**config.mk**
```make
export PLATFORM = sky130hd
export DESIGN_NAME = kpss_queue
export DESIGN_NICKNAME = d
export VERILOG_FILES = /design/src/rtl/core/kpss_pkg.sv /design/src/rtl/core/kpss_queue.sv
export SDC_FILE = /design/constraint.sdc
export NUM_CORES = 1
export LEC_CHECK = 0
export BUFFER_PORTS_ARGS = -buffer_cell sky130_fd_sc_hd__buf_2
export CAP_MARGIN = 10
export CORE_ASPECT_RATIO = 1.5
export CORE_MARGIN = 2
export CORE_UTILIZATION = 51
export DETAILED_ROUTE_END_ITERATION = 7
export PLACE_DENSITY = 0.82
export SYNTH_ARGS = -nofsm -noshare
export SYNTH_HDL_FRONTEND = slang
export SYNTH_SLANG_ARGS = --single-unit
```
**constraint.sdc**
```tcl
create_clock -name clk -period 5.5 [get_ports clk]
set_input_delay 1.1 -clock clk [delete_from_list [all_inputs] [get_ports clk]]
set_output_delay 1.1 -clock clk [all_outputs]
set_load 0.03 [all_outputs]
```
**src/rtl/core/kpss_pkg.sv**
```systemverilog
`default_nettype none

package kpss_pkg;

	// Default sizing of the store
	localparam int unsigned KPSS_SLOTS         = 8;
	localparam int unsigned KPSS_PAYLOAD_BYTES = 4096;
	localparam int unsigned KPSS_ADDR_W        = $clog2(KPSS_SLOTS) + $clog2(KPSS_PAYLOAD_BYTES);
	localparam int unsigned KPSS_MEM_DEPTH     = KPSS_SLOTS * KPSS_PAYLOAD_BYTES;

	// Fixed field widths
	localparam int unsigned CMD_W    = 2;
	localparam int unsigned KEY_W    = 32;
	localparam int unsigned INLEN_W  = 16;
	localparam int unsigned BYTE_W   = 8;
	localparam int unsigned BUFSZ_W  = 16;
	localparam int unsigned BOFF_W   = 12;
	localparam int unsigned STATUS_W = 3;
	localparam int unsigned SLEN_W   = 13;
	localparam int unsigned GEN_W    = 32;

	// Queue between front and back
	localparam int unsigned QDEPTH = 2;
	localparam int unsigned QPTR_W = $clog2(QDEPTH);
	localparam int unsigned QCNT_W = $clog2(QDEPTH + 1);

	// Command codes
	localparam logic [CMD_W-1:0] CMD_CLEAR     = 2'd0;
	localparam logic [CMD_W-1:0] CMD_PUT_BEGIN = 2'd1;
	localparam logic [CMD_W-1:0] CMD_PUT_BYTE  = 2'd2;
	localparam logic [CMD_W-1:0] CMD_GET_BYTE  = 2'd3;

	// Status codes
	localparam logic [STATUS_W-1:0] ST_OK           = 3'd0;
	localparam logic [STATUS_W-1:0] ST_ABSENT       = 3'd1;
	localparam logic [STATUS_W-1:0] ST_TOO_LARGE    = 3'd2;
	localparam logic [STATUS_W-1:0] ST_TABLE_FULL   = 3'd3;
	localparam logic [STATUS_W-1:0] ST_BUFFER_SMALL = 3'd4;
	localparam logic [STATUS_W-1:0] ST_OFFSET_OUT   = 3'd5;
	localparam logic [STATUS_W-1:0] ST_NO_PUT_OPEN  = 3'd6;

	// One classified word handed from front to back
	typedef struct packed {
		logic                wr_en;
		logic                rd_en;
		logic [STATUS_W-1:0] status;
		logic [SLEN_W-1:0]   stored_length;
		logic [GEN_W-1:0]    generation;
	} kpss_op_t;

	// Queue status seen by its neighbours
	typedef struct packed {
		logic full;
		logic empty;
	} kpss_qstat_t;

endpackage

`default_nettype wire

```
**src/rtl/core/kpss_queue.sv**
```systemverilog
`default_nettype none

module kpss_queue #(
	parameter int unsigned W = 64
) (
	input  wire logic           clk,
	input  wire logic           arst_n,
	input  wire logic           push,
	input  wire logic [W-1:0]   push_data,
	input  wire logic           pop,
	output logic      [W-1:0]   pop_data,
	output kpss_pkg::kpss_qstat_t qstat
);
	import kpss_pkg::*;

	logic [W-1:0]      ent_q [QDEPTH];
	logic [QPTR_W-1:0] wptr_q;
	logic [QPTR_W-1:0] rptr_q;
	logic [QCNT_W-1:0] cnt_q;

	assign pop_data    = ent_q[rptr_q];
	assign qstat.full  = (cnt_q == QCNT_W'(QDEPTH));
	assign qstat.empty = (cnt_q == '0);

	always_ff @(posedge clk) begin
		if (push) begin
			ent_q[wptr_q] <= push_data;
		end
	end

	always_ff @(posedge clk or negedge arst_n) begin
		if (!arst_n) begin
			wptr_q <= '0;
			rptr_q <= '0;
			cnt_q  <= '0;
		end else begin
			if (push) begin
				wptr_q <= wptr_q + QPTR_W'(1);
			end
			if (pop) begin
				rptr_q <= rptr_q + QPTR_W'(1);
			end
			case ({push, pop})
				2'b10:   cnt_q <= cnt_q + QCNT_W'(1);
				2'b01:   cnt_q <= cnt_q - QCNT_W'(1);
				default: cnt_q <= cnt_q;
			endcase
		end
	end

endmodule

`default_nettype wire

```
Word level (Yosys, flattened, before mapping)
Memory sizes are Yosys's and may differ from the RTL's.
Index checks and enable logic that the tools add are counted.
W data, S select, Z words.

cells by class
  add/sub/neg operators = 4
  equality and inequality tests = 3
  multiplexer cells = 3
  reduce and logical (&&, ||, !) cells = 2

operator list
  operator               number
  $eq A2 B2 Y1 const B   2
  $pmux W2 S2            1
  $add A1 B1 Y1 const B  2
  $add A2 B1 Y2 const B  1
  $eq A2 B1 Y1 const B   1
  $logic_not A2 Y1       1
  $mux W1                2
  $reduce_bool A2 Y1     1
  $sub A2 B1 Y2 const B  1

storage, ports and cells
  flip-flop bits (word level) = 4
  memory bits (writable) = 128
  output and inout bits = 66
  word-level logic and storage cells = 16
  memories = 1

memories
  memory  words  bits a word  read ports  clocked after memory_dff  wr ports  RTL line          RTL
  ent_q   2      64           1           0                         1         kpss_queue.sv:16  logic [W-1:0] ent_q [QDEPTH];

Logic depth before layout (Yosys ltp)
Gate-level depths: netlist of run 1.

  word-level depth = 2
  depth in mapped cells = 5
  depth with buffers taken out = 5

Least setup slack after synthesis of run 1
Ideal clock, no wire load.

  path type = input port to flip-flop
  start = input push
  end = memory ent_q[0][0], enable pin
  library setup time = 0.488 ns
  data arrival time = 3.843 ns
  data required time = 5.012 ns
  setup slack = 1.169 ns
  cell stages on the path = 2
  buffers on the path = 0
  path through = inv_1 nor2_1

on the way
  word-level cells in the longest chain between the ends = 2

ends and longest elaborated chain
  item                           RTL line          RTL
  start: declaration             kpss_queue.sv:8   input wire logic push,
  $mux W1                        kpss_queue.sv:26  if (push) begin
  $mux W1 (implied by the code)  kpss_queue.sv:27  ent_q[wptr_q] <= push_data;
  end: declaration               kpss_queue.sv:16

Every way passes these cells.

Worst setup path in the final report of run 1
  start = register rptr_q
  end = output pop_data[51]

on the way
  word-level cells in the longest chain between the ends = 1

ends and longest elaborated chain
  item                      RTL line          RTL
  start: declaration        kpss_queue.sv:18  logic [QPTR_W-1:0] rptr_q;
  start signal: assignment  kpss_queue.sv:41  rptr_q <= rptr_q + QPTR_W'(1);
  $mem_v2 Z2 W64            --
  end: declaration          kpss_queue.sv:11  output logic [W-1:0] pop_data,

Every way passes these cells.

==> results.yml, run 1 <==
clock_network:
  cts_hold_buf: 0
  cts_inserted_buffers: 17
  clk_latency_ps: 400
  ctsResizeCount: 0
  clk_path_buf_depth: 2
  cts_num_sinks: 132
  cts-root-buf: "clkbuf_16"
  clk_pin_slew_worst_paths_ps: 60
  cts_tree: "yes"
  h-tree-depth: 4
  cts_setup_buffers: 0
detailed_routing:
  dr.first_iter.drc_count: 106
  detail-route-antenna-nets: 0
  drc_errors: 0
  postRouteWirelength_um: 8600
  wl_per_cell_um: 17.5
  vias: 2469
  first_pass_iters: 4
  routed_via_density: 5.03
worst_setup_path:
  worstPathArrival_ps: 2200
  worstSetupPathType: "flip-flop to primary output"
  critPathRequiredTime_ps: 4400
  slowest_stage: "dfrtp_4"
  max_stage_delay_ps: 1170
  crit_chain: "mux2_2, buf_2"
  cp-start-kind: "flip-flop"
  crit_path_max_fanout: 65
  endpoint_kind: "primary output"
timing:
  final-hold-violation-count: 0
  worst_pin_slew_ps: 1120
  timing.final.crit_share: 0.600
  slew_viol_final: 0
  setup_ws_ps: 2200
  rsz0062_at_grt: "false"
  fmax_ghz: 0.303
  holdWs_ps: 491
  slew_headroom: 0.254
  fin_crit_ps: 3300
  skew_ps: 6.06
  setup_tns_ps: 0
  finalSetupViolCount: 0
floorplanning:
  fp.dieArea_um2: 10600
  coreArea_um2: 9630
  die-width_um: 84.9
  dieHeight_um: 125
  io_pins: 134
  initial_utilization: 0.520
  rows: 44
worst_hold_path:
  min_path_type: "input pin to asynchronous set/reset pin"
global_routing:
  grt_pass1_vias: 2653
  grt-ovfl-total: 0
  grt_pass1_wl_um: 13300
  grt_max_degree: 66
  antenna_found_initial: 1
  gr-usage-all-layers: 0.169
synth:
  seq_area_frac_synth: 0.787
  synth_warnings: 0
  synthesis.nets: 284
  synth.distinct_cells: 13
  syn-cell-area_um2: 5010
  post_synth.cell_area_avg_um2: 23.3
  synth_cells: 215
  synth-seq-cells: 132
place:
  place_inst: 458
  portBuffers: 133
  dp_hpwl_um: 5700
  place_ws_ps: 2570
  gp_congestion: 0.694
cells_and_area:
  finalNetCount: 431
  most-common-layout-cells: "buf_2, edfxtp_1, mux2_4, clkbuf_16, mux2_2"
  syn_to_final_growth_pct: 27.9
  drive_above_1_share: 0.621
  instances_no_fill: 491
  utilization: 0.665
  layout_commonest_cell: "buf_2"
run:
  maxCapViolCount: 0
outcome:
  status: "completed"
power_and_ir_drop:
  vdd_drop_max_v: 0.000547
  leakage_nw: 2.59
  p_per_area_nw_per_um2: 604
==> power breakdown <==
group / switching (W) / internal, W / total, W
clock: 0.000413 / 0.000762 / 0.00117
combinational: 0.000678 / 0.000497 / 0.00118
sequential: 0.000177 / 0.00134 / 0.00152
total: 0.00127 / 0.00260 / 0.00387
==> registers in the layout (all words and copies together), names as in the netlist <==
signal  count
ent_q     128
cnt_q       2
rptr_q      1
wptr_q      1
==> synth_stat cells <==
| cell | n | area share |
|---|---|---|
| mux2_4 | 50 | 0.15 |
| xnor2_1 | 2 | 0.0035 |
| and2_1 | 1 | 0.0012 |
| buf_2 | 1 | 0.0010 |
| buf_6 | 6 | 0.013 |
| nor2b_1 | 1 | 0.0012 |
| ha_1 | 1 | 0.0025 |
| edfxtp_1 | 128 | 0.77 |
| xor2_1 | 3 | 0.0052 |
| inv_1 | 1 | 0.00075 |
| mux2_2 | 14 | 0.031 |
| nor2_1 | 3 | 0.0022 |
| dfrtp_1 | 4 | 0.020 |
==> metal layers <==
layer / wire length, µm / up-vias / global-route usage / part of all wire
met5: 0 / - / 0 / 0
met4: 199 / 0 / 0.0859 / 0.023
met3: 410 / 14 / 0.0541 / 0.048
met2: 5030 / 75 / 0.307 / 0.59
met1: 2960 / 1229 / 0.169 / 0.34
li1: - / 1151 / - / -
==> final cells by class <==
cell class	count	area, µm²
flip-flops and latches	132	3950
fillers	648	3230
multi-input cells	75	997
repair buffers	135	681
clock buffers	17	425
clock inverters	15	204
well taps	115	144
inverters	1	3.75
diodes	1	2.50
==> stage by stage <==
step | total power (W) | area [µm²]
6_report | 0.00387 | 6400
4_1_cts | 0.00391 | 6400
5_1_grt | 0.00402 | 6400
3_5_place_dp | 0.00273 | 5770
2_1_floorplan | 0.00244 | 5010
3_3_place_gp | 0.00270 | 5770
==> final timing paths <==
| path | start | endpoint | slack (ps) | depth (start not counted) |
|---|---|---|---|---|
| max reg2reg | wptr_q | ent_q[1][4] | 3420 | 2 |
| max | rptr_q | pop_data[51] | 2200 | 2 |
| min in group clk | cnt_q[1] | cnt_q[1] | 490 | 1 |
| min | arst_n | wptr_q | 490 | 1 |
| min reg2reg | cnt_q[1] | cnt_q[1] | 490 | 1 |
| max in group asynchronous | arst_n | rptr_q | 4870 | 1 |
==> kinds of logic (layout without fill, tap and decap cells) <==
kind of cell,Yosys count,after routing,share of synthesized area
buffers and inverters,8,168,0.0152
xor gates and xnor gates,5,5,0.00875
adders and majority gates,1,1,0.00250
and+or+nand+nor,5,5,0.00475
DFF,132,132,0.787
muxes,64,64,0.181
other,0,1,0
==> worst max-delay path, delay by kind of cell (launching register included) <==
family / cells / cell delay, ps
buf+inv: 1 / 180
mux: 1 / 430
flops: 1 / 1170
No activity file was read; power rests on OpenSTA's default activity.
==> run 2: changes to the inputs <==
--- a/config.mk
+++ b/config.mk
@@ -9,9 +9,9 @@
 export CAP_MARGIN = 10
 export CORE_ASPECT_RATIO = 1.5
 export CORE_MARGIN = 2
-export CORE_UTILIZATION = 51
+export CORE_UTILIZATION = 47
 export DETAILED_ROUTE_END_ITERATION = 7
-export PLACE_DENSITY = 0.82
+export PLACE_DENSITY = 0.79
 export SYNTH_ARGS = -nofsm -noshare
 export SYNTH_HDL_FRONTEND = slang
 export SYNTH_SLANG_ARGS = --single-unit
==> constraint.sdc (replaced) <==
create_clock -name clk -period 2.8 [get_ports clk]
set_input_delay 0.56 -clock clk [delete_from_list [all_inputs] [get_ports clk]]
set_output_delay 0.56 -clock clk [all_outputs]
set_load 0.03 [all_outputs]
==> results.yml, run 2 (synthesis gave the netlist of run 1 again) <==
clock_network:
  cts_tree: "yes"
  h-tree-depth: 4
  clk_latency_ps: 410
  cts_num_sinks: 132
  cts-root-buf: "clkbuf_16"
  cts_setup_buffers: 0
  cts_inserted_buffers: 17
  clk_path_buf_depth: 2
  clk_pin_slew_worst_paths_ps: 60
global_routing:
  antenna_found_initial: 1
  grt_pass1_vias: 2564
  grt_pass1_wl_um: 12200
  gr-usage-all-layers: 0.149
  grt_max_degree: 38
  grt-ovfl-total: 0
worst_setup_path:
  max_stage_delay_ps: 800
  crit_buf_inv: 2
  r2r-start: "wptr_q"
  cp-start-kind: "flip-flop"
  critPathRequiredTime_ps: 2240
  worstReg2RegEnd: "ent_q[0][31]"
  crit_chain: "buf_4, mux2_4, buf_2"
  r2r_setup_slack_ps: 1420
  worstSetupPathType: "flip-flop to primary output"
  slowest_stage: "dfrtp_4"
  endpoint_kind: "primary output"
  cp_top_family: "flip-flops"
  reg2reg_depth: 2
  worstPathArrival_ps: 2070
  crit_path_max_fanout: 34
  crit_start: "rptr_q"
  worst-path-stages: 3
  crit_end: "pop_data[10]"
timing:
  timing.final.crit_share: 0.941
  fmax_ghz: 0.380
  worst_pin_slew_ps: 581
  slew_viol_final: 0
  slew_headroom: 0.613
  skew_ps: 5.63
  setup_ws_ps: 166
  final-hold-violation-count: 0
  rsz0062_at_grt: "false"
  setup_tns_ps: 0
  fin_crit_ps: 2630
  finalSetupViolCount: 0
cells_and_area:
  top_regs: "ent_q (128), cnt_q (2)"
  finalNetCount: 436
  syn_to_final_growth_pct: 30.5
  largest_reg_flops: 128
  most-common-layout-cells: "buf_2, edfxtp_1, mux2_4, clkbuf_16, mux2_2"
  fill_cells: 767
  largest_register: "ent_q"
  layout_commonest_cell: "buf_2"
  drive_above_1_share: 0.626
floorplanning:
  die-width_um: 88.3
  fp.dieArea_um2: 11500
  coreArea_um2: 10500
  dieHeight_um: 130
  io_pins: 134
  initial_utilization: 0.478
  rows: 46
detailed_routing:
  first_pass_iters: 4
  vias: 2497
  detail-route-antenna-nets: 0
  postRouteWirelength_um: 8500
  wl_per_cell_um: 16.2
  dr.first_iter.drc_count: 104
  drc_errors: 0
  routed_via_density: 4.75
power_and_ir_drop:
  seq_power_share: 0.371
  p_per_area_nw_per_um2: 1180
  switching_share: 0.323
  clkPwrFrac: 0.311
  vdd_drop_max_v: 0.000940
  leakage_nw: 2.64
  combPwrFrac: 0.318
  power.internal_w: 0.00522
  p_sw_w: 0.00249
worst_hold_path:
  min_path_type: "input pin to flip-flop"
place:
  portBuffers: 133
  place_ws_ps: 573
  dp_hpwl_um: 5660
  gp_congestion: 0.705
run:
  maxCapViolCount: 0
outcome:
  status: "completed"
[run 2: cell types whose count changed in the layout (fill, tap and decap cells not counted), sizes merged]
cell,delta
inv,-1
diode,+1
clkinv,+2
clkinvlp,-2
buf,+4
bufinv,+1
dlygate4sd3,+1
[run 2: metal layers]
layer  part of all wire  up-vias  track usage  wire (µm)
li1                   -     1158            -          -
met1               0.33     1224        0.146       2830
met2               0.58       99        0.266       4930
met3              0.067       16       0.0616        566
met4              0.021        0       0.0740        177
met5                  0        -            0          0
[run 2: area by class of cell]
class / instances / area, µm² / area share
Antenna cell: 2 / 5.00 / 0.000766
Clock buffer: 17 / 425 / 0.0651
Clock inverter: 15 / 229 / 0.0350
Inverter: 1 / 3.75 / 0.000574
Multi-Input combinational cell: 75 / 997 / 0.153
Sequential cell: 132 / 3950 / 0.604
Tap cell: 144 / 180 / 0.0276
Timing Repair Buffer: 140 / 746 / 0.114
[run 2: worst register-to-register path, cell delays in order, from the launching register on]
cell     delay (ps)
dfrtp_1         430
nor2_4          130
buf_4           420
[run 2: per-stage QoR]
step	total power, W	std cells	hold WS (ps)	cell area (µm²)	utilization
2_1_floorplan	0.00480	215	264	5010	-
3_3_place_gp	0.00533	491	366	5860	0.560
3_5_place_dp	0.00539	491	380	5860	0.560
4_1_cts	0.00781	524	321	6530	0.623
5_1_grt	0.00803	524	317	6530	0.623
6_report	0.00771	526	332	6530	0.624
[run 2: how the worst min path moves through the flow]
stage	from	endpoint	slack, ps	cells after the start
2_1_floorplan	arst_n	cnt_q[0]	260	0
3_3_place_gp	arst_n	cnt_q[1]	370	1
3_5_place_dp	arst_n	cnt_q[1]	380	1
4_1_cts	push_data[44]	ent_q[0][44]	320	1
5_1_grt	push_data[53]	ent_q[1][53]	320	1
6_report	push_data[53]	ent_q[1][53]	330	1
[run 2: power by group through the flow]
stage	logic (W)	registers (W)	clock network [W]
final	0.00245	0.00286	0.00240
after CTS	0.00249	0.00287	0.00245
after detailed placement	0.00248	0.00291	0
after global routing	0.00259	0.00291	0.00254
after floorplan	0.00203	0.00276	0
after global placement	0.00245	0.00288	0
[run 2: timing repair]
item | CTS | global route
resized for setup | 0 | 0
hold buffers | 1 | 0
endpoints found under the hold margin | 4 | 0
