<file path="src/rtl/core/kpss_pkg.sv">
`default_nettype none

package kpss_pkg;

	// Default sizing of the store
	localparam int unsigned KPSS_SLOTS         = 8;
	localparam int unsigned KPSS_PAYLOAD_BYTES = 4096;
	localparam int unsigned KPSS_ADDR_W        = $clog2(KPSS_SLOTS) + $clog2(KPSS_PAYLOAD_BYTES);
	localparam int unsigned KPSS_MEM_DEPTH     = KPSS_SLOTS * KPSS_PAYLOAD_BYTES;

	// Fixed field widths
	localparam int unsigned CMD_W    = 2;
	localparam int unsigned KEY_W    = 32;
	localparam int unsigned INLEN_W  = 16;
	localparam int unsigned BYTE_W   = 8;
	localparam int unsigned BUFSZ_W  = 16;
	localparam int unsigned BOFF_W   = 12;
	localparam int unsigned STATUS_W = 3;
	localparam int unsigned SLEN_W   = 13;
	localparam int unsigned GEN_W    = 32;

	// Queue between front and back
	localparam int unsigned QDEPTH = 2;
	localparam int unsigned QPTR_W = $clog2(QDEPTH);
	localparam int unsigned QCNT_W = $clog2(QDEPTH + 1);

	// Command codes
	localparam logic [CMD_W-1:0] CMD_CLEAR     = 2'd0;
	localparam logic [CMD_W-1:0] CMD_PUT_BEGIN = 2'd1;
	localparam logic [CMD_W-1:0] CMD_PUT_BYTE  = 2'd2;
	localparam logic [CMD_W-1:0] CMD_GET_BYTE  = 2'd3;

	// Status codes
	localparam logic [STATUS_W-1:0] ST_OK           = 3'd0;
	localparam logic [STATUS_W-1:0] ST_ABSENT       = 3'd1;
	localparam logic [STATUS_W-1:0] ST_TOO_LARGE    = 3'd2;
	localparam logic [STATUS_W-1:0] ST_TABLE_FULL   = 3'd3;
	localparam logic [STATUS_W-1:0] ST_BUFFER_SMALL = 3'd4;
	localparam logic [STATUS_W-1:0] ST_OFFSET_OUT   = 3'd5;
	localparam logic [STATUS_W-1:0] ST_NO_PUT_OPEN  = 3'd6;

	// One classified word handed from front to back
	typedef struct packed {
		logic                wr_en;
		logic                rd_en;
		logic [STATUS_W-1:0] status;
		logic [SLEN_W-1:0]   stored_length;
		logic [GEN_W-1:0]    generation;
	} kpss_op_t;

	// Queue status seen by its neighbours
	typedef struct packed {
		logic full;
		logic empty;
	} kpss_qstat_t;

endpackage

`default_nettype wire

</file>
<file path="src/rtl/core/kpss_front.sv">
`default_nettype none

module kpss_front #(
	parameter int unsigned SLOTS         = kpss_pkg::KPSS_SLOTS,
	parameter int unsigned PAYLOAD_BYTES = kpss_pkg::KPSS_PAYLOAD_BYTES,
	parameter int unsigned ADDR_W        = kpss_pkg::KPSS_ADDR_W
) (
	input  wire logic                           clk,
	input  wire logic                           arst_n,
	input  wire logic                           accept,
	input  wire logic [kpss_pkg::CMD_W-1:0]     command,
	input  wire logic [kpss_pkg::KEY_W-1:0]     type_key,
	input  wire logic [kpss_pkg::INLEN_W-1:0]   length,
	input  wire logic [kpss_pkg::BYTE_W-1:0]    data_byte,
	input  wire logic [kpss_pkg::BUFSZ_W-1:0]   buffer_size,
	input  wire logic [kpss_pkg::BOFF_W-1:0]    byte_offset,
	output kpss_pkg::kpss_op_t                  op,
	output logic      [ADDR_W-1:0]              addr,
	output logic      [kpss_pkg::BYTE_W-1:0]    wdata
);
	import kpss_pkg::*;

	localparam int unsigned SLOT_W = (SLOTS > 1) ? $clog2(SLOTS) : 1;
	localparam int unsigned CNT_W  = $clog2(SLOTS + 1);
	localparam int unsigned LEN_W  = $clog2(PAYLOAD_BYTES + 1);
	localparam int unsigned OFF_W  = ADDR_W - SLOT_W;

	logic [KEY_W-1:0]  keys_q [SLOTS];
	logic [LEN_W-1:0]  lens_q [SLOTS];
	logic [CNT_W-1:0]  used_q, used_d;
	logic [GEN_W-1:0]  gen_q, gen_d;
	logic              open_q, open_d;
	logic [SLOT_W-1:0] pslot_q, pslot_d;
	logic [LEN_W-1:0]  plen_q, plen_d;
	logic [LEN_W-1:0]  pnext_q, pnext_d;

	logic [SLOTS-1:0]  hit;
	logic              found;
	logic [SLOT_W-1:0] fslot;
	logic [LEN_W-1:0]  flen;
	logic [LEN_W-1:0]  pnext_inc;
	logic [LEN_W-1:0]  stored;
	logic              tbl_we;
	logic              key_we;
	logic [SLOT_W-1:0] wslot;

	// Key match over the live slots, lowest slot wins
	always_comb begin
		found = 1'b0;
		fslot = '0;
		for (int i = 0; i < SLOTS; i++) begin
			hit[i] = (CNT_W'(i) < used_q) && (keys_q[i] == type_key);
		end
		for (int i = SLOTS - 1; i >= 0; i--) begin
			if (hit[i]) begin
				found = 1'b1;
				fslot = SLOT_W'(i);
			end
		end
	end

	assign flen      = lens_q[fslot];
	assign pnext_inc = pnext_q + LEN_W'(1);

	always_comb begin
		used_d   = used_q;
		gen_d    = gen_q;
		open_d   = open_q;
		pslot_d  = pslot_q;
		plen_d   = plen_q;
		pnext_d  = pnext_q;
		tbl_we   = 1'b0;
		key_we   = 1'b0;
		wslot    = found ? fslot : SLOT_W'(used_q);
		stored   = '0;
		op.wr_en = 1'b0;
		op.rd_en = 1'b0;
		op.status = ST_OK;
		addr     = {fslot, OFF_W'(byte_offset)};
		wdata    = data_byte;
		unique case (command)
			CMD_CLEAR: begin
				used_d = '0;
				open_d = 1'b0;
				gen_d  = gen_q + GEN_W'(1);
			end
			CMD_PUT_BEGIN: begin
				open_d = 1'b0;
				if (32'(length) > 32'(PAYLOAD_BYTES)) begin
					op.status = ST_TOO_LARGE;
				end else if (!found && (used_q >= CNT_W'(SLOTS))) begin
					op.status = ST_TABLE_FULL;
				end else begin
					tbl_we  = 1'b1;
					key_we  = !found;
					if (!found) begin
						used_d = used_q + CNT_W'(1);
					end
					stored  = LEN_W'(length);
					pslot_d = wslot;
					plen_d  = LEN_W'(length);
					pnext_d = '0;
					open_d  = (length != '0);
				end
			end
			CMD_PUT_BYTE: begin
				if (!open_q) begin
					op.status = ST_NO_PUT_OPEN;
				end else begin
					op.wr_en = 1'b1;
					addr     = {pslot_q, OFF_W'(pnext_q)};
					pnext_d  = pnext_inc;
					stored   = plen_q;
					if (pnext_inc >= plen_q) begin
						open_d = 1'b0;
					end
				end
			end
			CMD_GET_BYTE: begin
				if (!found) begin
					op.status = ST_ABSENT;
				end else begin
					stored = flen;
					if (32'(buffer_size) < 32'(flen)) begin
						op.status = ST_BUFFER_SMALL;
					end else if (32'(byte_offset) >= 32'(flen)) begin
						op.status = ST_OFFSET_OUT;
					end else begin
						op.rd_en = 1'b1;
					end
				end
			end
		endcase
		op.stored_length = SLEN_W'(stored);
		op.generation    = gen_d;
	end

	// Slot table contents: only entries below the fill count are ever read
	always_ff @(posedge clk) begin
		if (accept && tbl_we) begin
			lens_q[wslot] <= LEN_W'(length);
			if (key_we) begin
				keys_q[wslot] <= type_key;
			end
		end
	end

	always_ff @(posedge clk or negedge arst_n) begin
		if (!arst_n) begin
			used_q  <= '0;
			gen_q   <= '0;
			open_q  <= 1'b0;
			pslot_q <= '0;
			plen_q  <= '0;
			pnext_q <= '0;
		end else if (accept) begin
			used_q  <= used_d;
			gen_q   <= gen_d;
			open_q  <= open_d;
			pslot_q <= pslot_d;
			plen_q  <= plen_d;
			pnext_q <= pnext_d;
		end
	end

endmodule

`default_nettype wire

</file>
<file path="config.mk">
export PLATFORM = sky130hd
export DESIGN_NAME = kpss_front
export DESIGN_NICKNAME = d
export VERILOG_FILES = /design/src/rtl/core/kpss_pkg.sv /design/src/rtl/core/kpss_front.sv
export SDC_FILE = /design/constraint.sdc
export NUM_CORES = 1
export LEC_CHECK = 0
export BUFFER_PORTS_ARGS = -buffer_cell sky130_fd_sc_hd__buf_4
export CAP_MARGIN = 15
export CORE_MARGIN = 2
export CORE_UTILIZATION = 36
export CTS_BUF_LIST = sky130_fd_sc_hd__clkbuf_2
export DETAILED_ROUTE_END_ITERATION = 7
export GPL_TIMING_DRIVEN = 0
export PLACE_DENSITY = 0.61
export SLEW_MARGIN = 20
export SYNTH_ARGS = -nofsm -noshare
export SYNTH_HDL_FRONTEND = slang
export SYNTH_SLANG_ARGS = --single-unit
</file>
<file path="constraint.sdc">
create_clock -name clk -period 4.3 [get_ports clk]
set_input_delay 0.215 -clock clk [delete_from_list [all_inputs] [get_ports clk]]
set_output_delay 0.215 -clock clk [all_outputs]
set_load 0.02 [all_outputs]
</file>
# ---- Word-level counts from Yosys, hierarchy flattened
# Memories as Yosys holds them, arrays and structs flattened.
# Index checks and enable logic that the tools add are counted.
dict set report totals {
  ff_bits 66
  ram_bits 360
  n_memories 2
  elab_cells 123
}
# memory words width rd rd_clocked_by_memory_dff write_ports line
set mem_list {}
lappend mem_list {keys_q 8 32 8 0 1 kpss_front.sv:28} ;# logic [KEY_W-1:0] keys_q [SLOTS];
lappend mem_list {lens_q 8 13 1 0 1 kpss_front.sv:29} ;# logic [LEN_W-1:0] lens_q [SLOTS];
dict set report op_classes {
  n_eq_ne 15
  mux 62
  n_lt_le_gt_ge 13
  reduce_logical 20
  bitwise_logic 2
  addsub 3
}
# op count
set ops {}
lappend ops {{$eq A32 B32 Y1} 8}
lappend ops {{$mux W13} 7}
lappend ops {{$mux W3} 13}
lappend ops {{$pmux W13 S3} 1}
lappend ops {{$add A32 B1 Y32 const B} 1}
lappend ops {{$mux W32} 1}
lappend ops {{$mux W15} 2}
lappend ops {{$mux W1} 29}
lappend ops {{$pmux W13 S2} 1}
lappend ops {{$gt A16 B13 Y1 const B} 1}
lappend ops {{$lt A16 B13 Y1} 1}
lappend ops {{$lt A3 B4 Y1 const A} 4}
lappend ops {{$reduce_bool A16 Y1} 1}
lappend ops {{$add A13 B1 Y13 const B} 1}
lappend ops {{$ge A12 B13 Y1} 1}
lappend ops {{$ge A13 B13 Y1} 1}
lappend ops {{$mux W4} 3}
lappend ops {{$logic_and A1 B1 Y1} 10}
lappend ops {{$reduce_and A5 Y1} 2}
lappend ops {{$pmux W3 S3} 1}
lappend ops {{$lt A1 B4 Y1 const A} 2}
lappend ops {{$lt A2 B4 Y1 const A} 2}
lappend ops {{$ne A2 B2 Y1 const B} 4}
lappend ops {{$pmux W4 S2} 1}
lappend ops {{other kinds (13)} 17}

# ---- Longest topological paths before layout
# Gate-level depths: netlist (run 1).
# An unclocked memory read counts as a cell.
dict set report logic_depth {
  word_depth 19
  mapped_depth 24
  ltp_nobuf 23
}

# ---- Worst setup path before layout (run 1)
# No wires, ideal clock.
dict set report synth_path {
  kind {input to output}
  startpoint {input port type_key[25] (netlist name)}
  endpoint {output port op[48] (netlist name)}
  arrival_time_ps 4534
  setup_slack_ps -449
  n_path_buf 1
  t_required_ps 4085
  cell_stages 23
  cell_sequence {buf_4 > xor2_1 > nor4_1 > nand4b_1 > or4_1 > or4_1 > o31ai_2 > nand2_2 > mux2_2 > nor2_1 > or2_1 > ha_1 > nand2b_1 > a21o_1 > a21o_1 > a21oi_1 > nor2b_1 > o21ai_0 > a21oi_1 > o221ai_1 > a21oi_1 > and2_1 > nor3_1}
}
# item line
set synth_lines {}
lappend synth_lines {{from (decl)} kpss_front.sv:12} ;# input wire logic [kpss_pkg::KEY_W-1:0] type_key,
lappend synth_lines {{to (decl)} kpss_front.sv:17} ;# output kpss_pkg::kpss_op_t op,

==> results.md, run 1 <==
* Status: complete, but fails checks
* Failing checks: setup timing
* Yosys reg bits at 426
* Relative slew slack at between 20% and 30%
* Final wirelength at between 60000 and 70000 um
* Crit path kind: register to output port
* Aggregate global routing overflow at 0
* RSZ-0062 raised after global routing: true
* Post-Syn Nets at 1721
* Synth Area in XOR/XNOR at 14.0%
* Top post-synthesis cells by area: edfxtp_1 52%, xor2_1 8.9%, dfrtp_1 8.0%
* I/O Buffers at 152
* Post-route minimum period at 6.31 ns
* Synthesized instance count at approximately 1600
* Placed cells at 2504
* CTS Buffer Depth at 3
* Placer Congestion at a little over 0.9
* R2r endpoint: keys_q[6][15]
* Area of the mapped netlist at between 20000 and 25000 um2
* Crit path launch type: register
* Leak at 10.0 nW
* Adder-cell share of the synthesized area at 2.84%
* Die footprint at around 59000 um2
* Leading area contributor after synthesis: edfxtp_1
* Tcrit/Tclk final at 147%
* Initial core utilization at 36.6%
* Post-Synth Simple-Gate Area at 11.9%
* End of the critical path: op[47]
* Crit-path slowest cell: or4_4
* Pre-CTS WS at -2.26 ns
* Vert. Die Dim at 244 um
* Area Overhead vs Synth at 27.7%
* Via density at 5.18
* Routed vias at 14826
* Core footprint at 56600 um2
* Utilization after layout at 46.7%
* IO Count at 162
* RR Startpoint: keys_q[4][21]
* Final Total Pwr at 8.32 mW
* Std-Cell Rows at 87
* CP Capture Type: output port
* Worst VDD drop at 0.000230 V
* Synth Area in Compound Gates at ~5.4%
* Area share of the largest cell type after synthesis at a little over half
* Setup ws final at -2.01 ns
* Worst hold path class: input pin to register
* Clock slew at reported path FFs at 0.10 ns
* Worst Skew at approximately 0.085 ns
* Crit path DAT at 6.09 ns
* GRT Overall Usage at 21.4%
* Die Wd at approximately 240 um
* Max Transition Viols Final at 0
* Worst-Margin Slew at 1.06 ns
* Most common cell in the synthesized netlist: edfxtp_1
* Layout Cells excl Fill at 2861
* Number of global-route vias before repair at 14803
* CP Max Fanout at 5
* Drt drc at 0
* Reg2Reg Depth at 12
* CP startpoint: keys_q[5][20]
* Yosys Warn Count at 0
* Synth unique cells at 72
* Hold Crit Start: type_key[4]
* Asr flop ratio synth at 15.5%
* Final setup vio count at 16
* DPL Wire Length at about 44000 um
* Fin. Hold Viols at 0
* Post-synthesis mux area share at 3.18%
* Share of cells above drive strength 1 at between 30% and 40%
* DRT iter0 DRCs at between 1000 and 1500
* Max-cap violations at 0
* First-pass GRT wire length at 93900 um
* H-tree lvl count at 3
* Ys flop type: edfxtp_1
* Post-Syn Area per Cell at 13.1 um2
* Reg2reg setup slack at roughly 0.13 ns
* CTS tree: yes
* Total clock buffers created by CTS at 113
* Post-synth EDFFs at 360
* 1st-pass router iterations at 5
* Worst Hold Slack at 0.101 ns
* CTS Sinks at 426
* Initial antenna violation count at 3
* Fillers at 5234
* Clk_lat worst skew at roughly 1.1 ns
* Pwr Density at around 310 nW/um2
* Largest net degree at the start of global routing at 67
* Nets at 2153
* Routed WL per cell at between 20 and 25 um
* Largest family of logic cells by synthesized area: XOR/XNOR gates
* CP Data Required Time at a little over 4 ns
* Crit-path max cell delay at 0.54 ns
* Fmax at 159 MHz
* Seq/Total Area, Yosys at 60.2%
* Commonest cells post-synth: 360 x edfxtp_1, 211 x xor2_1, 119 x xnor2_1, 116 x nand2_1, 95 x nor2_1
* Root Buffer: clkbuf_2
* Detail Route Antenna Nets at 0
[repair_timing]
action	in CTS	in global routing
hold buffers	82	2
cloned	1	0
buffers inserted	42	28
setup endpoints to repair	416	123
hold endpoints to repair	522	5
pin swaps	57	42
resized for setup	116	52
[final cells by class]
cell class	count	area, um2	area share (%)
diodes	6	15.0	0.0568
multi-input cells	1061	8520	32.2
repair buffers	318	2890	10.9
clock buffers	168	841	3.18
flip-flops and latches	426	12500	47.1
plain buffers	75	517	1.95
inverters	22	82.6	0.312
well taps	756	946	3.58
clock inverters	29	159	0.601
[cell families (layout without fill, tap and decap cells)]
group                      after synthesis  count (layout)
muxes                                   63              63
adders and majority gates               47              47
DFF                                    426             426
buffers and inverters                   98             612
other                                    0               6
xor gates and xnor gates               330             330
AOI/OAI and AO/OA                      159             159
and+or+nand+nor                        462             462
[sequential cells by signal (all words and copies together) (netlist names)]
| name | cells |
|---|---|
| pnext_q | 13 |
| gen_q | 32 |
| keys_q | 256 |
| open_q | 1 |
| pslot_q | 3 |
| used_q | 4 |
| plen_q | 13 |
| lens_q | 104 |
[metrics by stage]
stage | TNS, ns | instance area, um2
after floorplan | -0.302 | 20800
after global placement | -801.66 | 22900
after detailed placement | -338.63 | 23200
after CTS | -11.55 | 25900
after global routing | -16.34 | 26400
final | -11.69 | 26400
[worst min path at each step]
stage / depth (start not counted) / slack [ns] / endpoint
after detailed placement: 1 / 0.39 / pnext_q[5]
after floorplan: 0 / -0.08 / gen_q[0]
final: 2 / 0.10 / keys_q[5][4]
after CTS: 2 / 0.004 / keys_q[6][19]
after global placement: 1 / 0.38 / pnext_q[7]
after global routing: 2 / -0.01 / keys_q[5][4]
[power breakdown]
group          internal, mW  switching (mW)  total (mW)
Clock                  1.11            1.71        2.82
Combinational         0.388           0.541       0.929
Sequential             4.53          0.0501        4.58
[critical path: cells and delay by family (launching register included)]
| kind | cells | cell delay [ns] |
|---|---|---|
| fa+ha+maj | 1 | 0.28 |
| mux | 2 | 0.34 |
| buf+inv | 3 | 0.49 |
| xor+xnor | 1 | 0.24 |
| flops | 1 | 0.43 |
| simple gates | 10 | 1.93 |
| compound gates | 8 | 1.24 |
[per-layer routing]
metal / global-route usage (%) / vias up / share of wire, % / routed length (um)
met5: 0 / - / 0.017 / 11
met1: 26.9 / 7357 / 41 / 26300
li1: - / 6749 / - / -
met2: 36.2 / 609 / 49 / 31600
met4: 7.59 / 2 / 3.3 / 2110
met3: 4.64 / 109 / 6.8 / 4390
[cell usage in the layout (no fill, tap or decap), drive strengths merged, types with 5 or more instances in the layout]
master / instances
edfxtp: 360
buf: 288
xor2: 211
clkbuf: 190
xnor2: 119
nand2: 117
nor2: 95
dlygate4sd3: 83
nor4: 68
dfrtp: 66
nand4: 47
ha: 47
mux2i: 46
o21ai: 42
a22oi: 35
nand3: 34
and3: 25
inv: 24
clkinv: 24
a21oi: 24
o21a: 18
mux2: 17
nor3: 16
nand4b: 11
a21o: 9
or4: 7
and2: 7
diode: 6
nor2b: 6
nand2b: 6
o31ai: 6
nor4b: 6
o211ai: 5
Power figures use the tool's default switching activity.
==> run 2: changes to the inputs <==
PLACE_DENSITY = 0.59   (was 0.61)
clock period = 6.12 ns   (was 4.3 ns; I/O delays follow)
==> results.md, run 2 (synthesis gave the netlist of run 1 again) <==
* Initial core utilization at 36.6% (unchanged)
* Area Overhead vs Synth at 25.8%
* Worst-Margin Slew at 1.09 ns (+0.0249 ns)
* Worst VDD drop at 0.000159 V (-31%)
* CTS tree: yes
* Nets at 2128 (-1.2%)
* Pwr Density at 225 nW/um2 (-28%)
* Largest net degree at the start of global routing at 67 (unchanged)
* Commonest cells after routing, fill and taps aside: 360 x edfxtp_1, 210 x xor2_1, 209 x buf_4
* Worst hold path class: input pin to register
* Die Wd at 244 um (unchanged)
* CTS Sinks at 426 (unchanged)
* Failing checks: setup timing
* Fin. Hold Viols at 0 (unchanged)
* Most used routing layer: met2
* Hold Crit Start: type_key[28]
* Share of cells above drive strength 1 at 27.9% (-2.3 points)
* IO Count at 162 (unchanged)
* Routed vias at 14429 (-2.7%)
* Root Buffer: clkbuf_2
* Initial antenna violation count at 2 (-1)
* Number of global-route vias before repair at 14723 (-0.54%)
* RSZ-0062 raised after global routing: true
* Clk_lat worst skew at 1.19 ns (+0.05 ns)
* Final setup vio count at 3 (-13)
* CTS Buffer Depth at 3 (unchanged)
* Crit-path slowest cell: or4_4
* Pre-CTS WS at -1.13 ns (+1.12 ns)
* First-pass GRT wire length at 92700 um (-1.3%)
* Final wirelength at 64000 um (-0.68%)
* Critical path, cell by cell: xor2_1 > nor4_1 > nand4_1 > or4_4 > o21ai_2 > a21o_1 > nand2_1 > a211oi_2 > nor3_1 > or2_4 > ha_4 > nand2b_4 > a21o_1 > a21o_1 > a21oi_2 > nor2b_1 > o21ai_1 > a21oi_1 > o221ai_2 > a21oi_2 > and2_4 > o31a_1 > buf_6
* Biggest register: keys_q
* CP Max Fanout at 4 (-1)
* Relative slew slack at 27.0% (-1.7 points)
* Max-cap violations at 0 (unchanged)
* Layout Cells excl Fill at 2834 (-0.94%)
* Routed WL per cell at 22.6 um (+0.27%)
* Core footprint at 56600 um2 (unchanged)
* 1st-pass router iterations at 5 (unchanged)
* Fmax at around 160 MHz
* Via density at 5.09 (-1.8%)
* Drt drc at 0 (unchanged)
* Fillers at 5215 (-0.36%)
* Clock slew at reported path FFs at 0.10 ns (about the same)
* Post-route minimum period at 6.38 ns
* Grt met2 use at 35.7% (-0.51 points)
* Tcrit/Tclk final at 104%
* Worst Skew at 0.119 ns (+0.0341 ns)
* Placed cells at 2505 (+0.040%)
* Vert. Die Dim at 244 um (unchanged)
* GR Util met3 at 4.26% (-0.37 points)
* Detail Route Antenna Nets at 0 (unchanged)
* Crit-path leading delay family: simple AND/OR/NAND/NOR gates
* GR met1 Demand/Resource at 26.7% (-0.17 points)
* Leading cell type in the layout, fill and taps excluded: edfxtp_1
* RR Startpoint: keys_q[7][4]
* Worst path buffer plus inverter count at 1 (-2)
* Die footprint at 59500 um2 (unchanged)
* Total clock buffers created by CTS at 111 (-1.8%)
* Crit path launch type: register
* CP Capture Type: output port
* CP startpoint: keys_q[7][4]
* H-tree lvl count at 3 (unchanged)
* CP Data Required Time at 5.81 ns (+1.72 ns)
* Crit path top cell by count: a21o_1
* DRT iter0 DRCs at 1102 (-10%)
* Crit path DAT at 6.08 ns (about the same)
* Final Total Pwr at 5.87 mW (-29%)
* Max reg flops at 256 (unchanged)
* Status: complete, but fails checks
* Largest registers: keys_q: 256 flops, lens_q: 104 flops, gen_q: 32 flops
* Placer Congestion at 0.895 (-4.0%)
* Crit path kind: register to output port
* Aggregate global routing overflow at 0 (unchanged)
* Max Transition Viols Final at 0 (unchanged)
* Setup ws final at -0.262 ns (+1.74 ns)
* Leak at 9.77 nW (-2.5%)
* GRT Overall Usage at 21.2% (-0.20 points)
* Utilization after layout at 46.0% (-0.69 points)
* I/O Buffers at 152 (unchanged)
* DPL Wire Length at 44000 um (-0.31%)
* Crit-path max cell delay at 0.57 ns (+0.03 ns)
* Std-Cell Rows at 87 (unchanged)
-- run 2: changes by cell type in the layout (fill, tap and decap cells not counted), sizes merged --
| cell | before | now |
|---|---|---|
| diode | 6 | 5 |
| buf | 288 | 262 |
| clkbuf | 190 | 180 |
| dlygate4sd3 | 83 | 87 |
| bufinv | 1 | 3 |
| clkinvlp | 2 | 0 |
| clkinv | 24 | 29 |
| inv | 24 | 25 |
-- run 2: through the flow --
step	TNS, ns	instance area, um2	hold WS, ns
after floorplan	0	20700	0.0104
after global placement	-242.32	22800	0.481
after detailed placement	-3.30	23100	0.488
after CTS	-1.12	25900	0.00163
after global routing	-1.65	26100	0.0201
final	-0.745	26100	0.101
-- run 2: worst paths after layout --
| path | slack, ns | depth (start not counted) | end |
|---|---|---|---|
| worst min register to register | 0.50 | 1 | gen_q[31] |
| min in group asynchronous | 0.25 | 4 | gen_q[18] |
| max in group asynchronous | 5.52 | 4 | used_q[1] |
| worst max register to register | 1.80 | 12 | keys_q[7][22] |
| worst max-delay path | -0.26 | 23 | op[47] |
| worst min-delay path | 0.10 | 2 | keys_q[2][28] |
-- run 2: metal layers --
| layer | part of all wire [%] | wire [um] | vias to the layer above |
|---|---|---|---|
| li1 | - | - | 6697 |
| met1 | 42 | 26700 | 7082 |
| met2 | 49 | 31300 | 539 |
| met3 | 5.9 | 3790 | 111 |
| met4 | 3.5 | 2240 | 0 |
| met5 | 0 | 0 | - |
-- run 2: timing repair --
action,CTS,global route
setup buffers,38,5
endpoints found under the setup margin,15,3
pin swaps,50,15
hold buffers,88,0
gates cloned,1,0
endpoints found under the hold margin,491,0
resized for setup,107,20
-- run 2: cell type report --
type | count | area [um2] | area share, %
clock buffer | 159 | 796 | 3.05
buffer | 74 | 469 | 1.80
sequential | 426 | 12500 | 47.8
clock inverter | 35 | 235 | 0.903
multi-input combinational | 1061 | 8430 | 32.3
inverter | 22 | 82.6 | 0.317
tap | 756 | 946 | 3.63
antenna | 5 | 12.5 | 0.0480
timing repair buffer | 296 | 2620 | 10.1
-- run 2: report_power, final --
group	switching, mW	total, mW	internal (mW)
logic	0.367	0.614	0.247
registers	0.0369	3.22	3.18
clock network	1.20	2.04	0.833
total	1.61	5.87	4.26
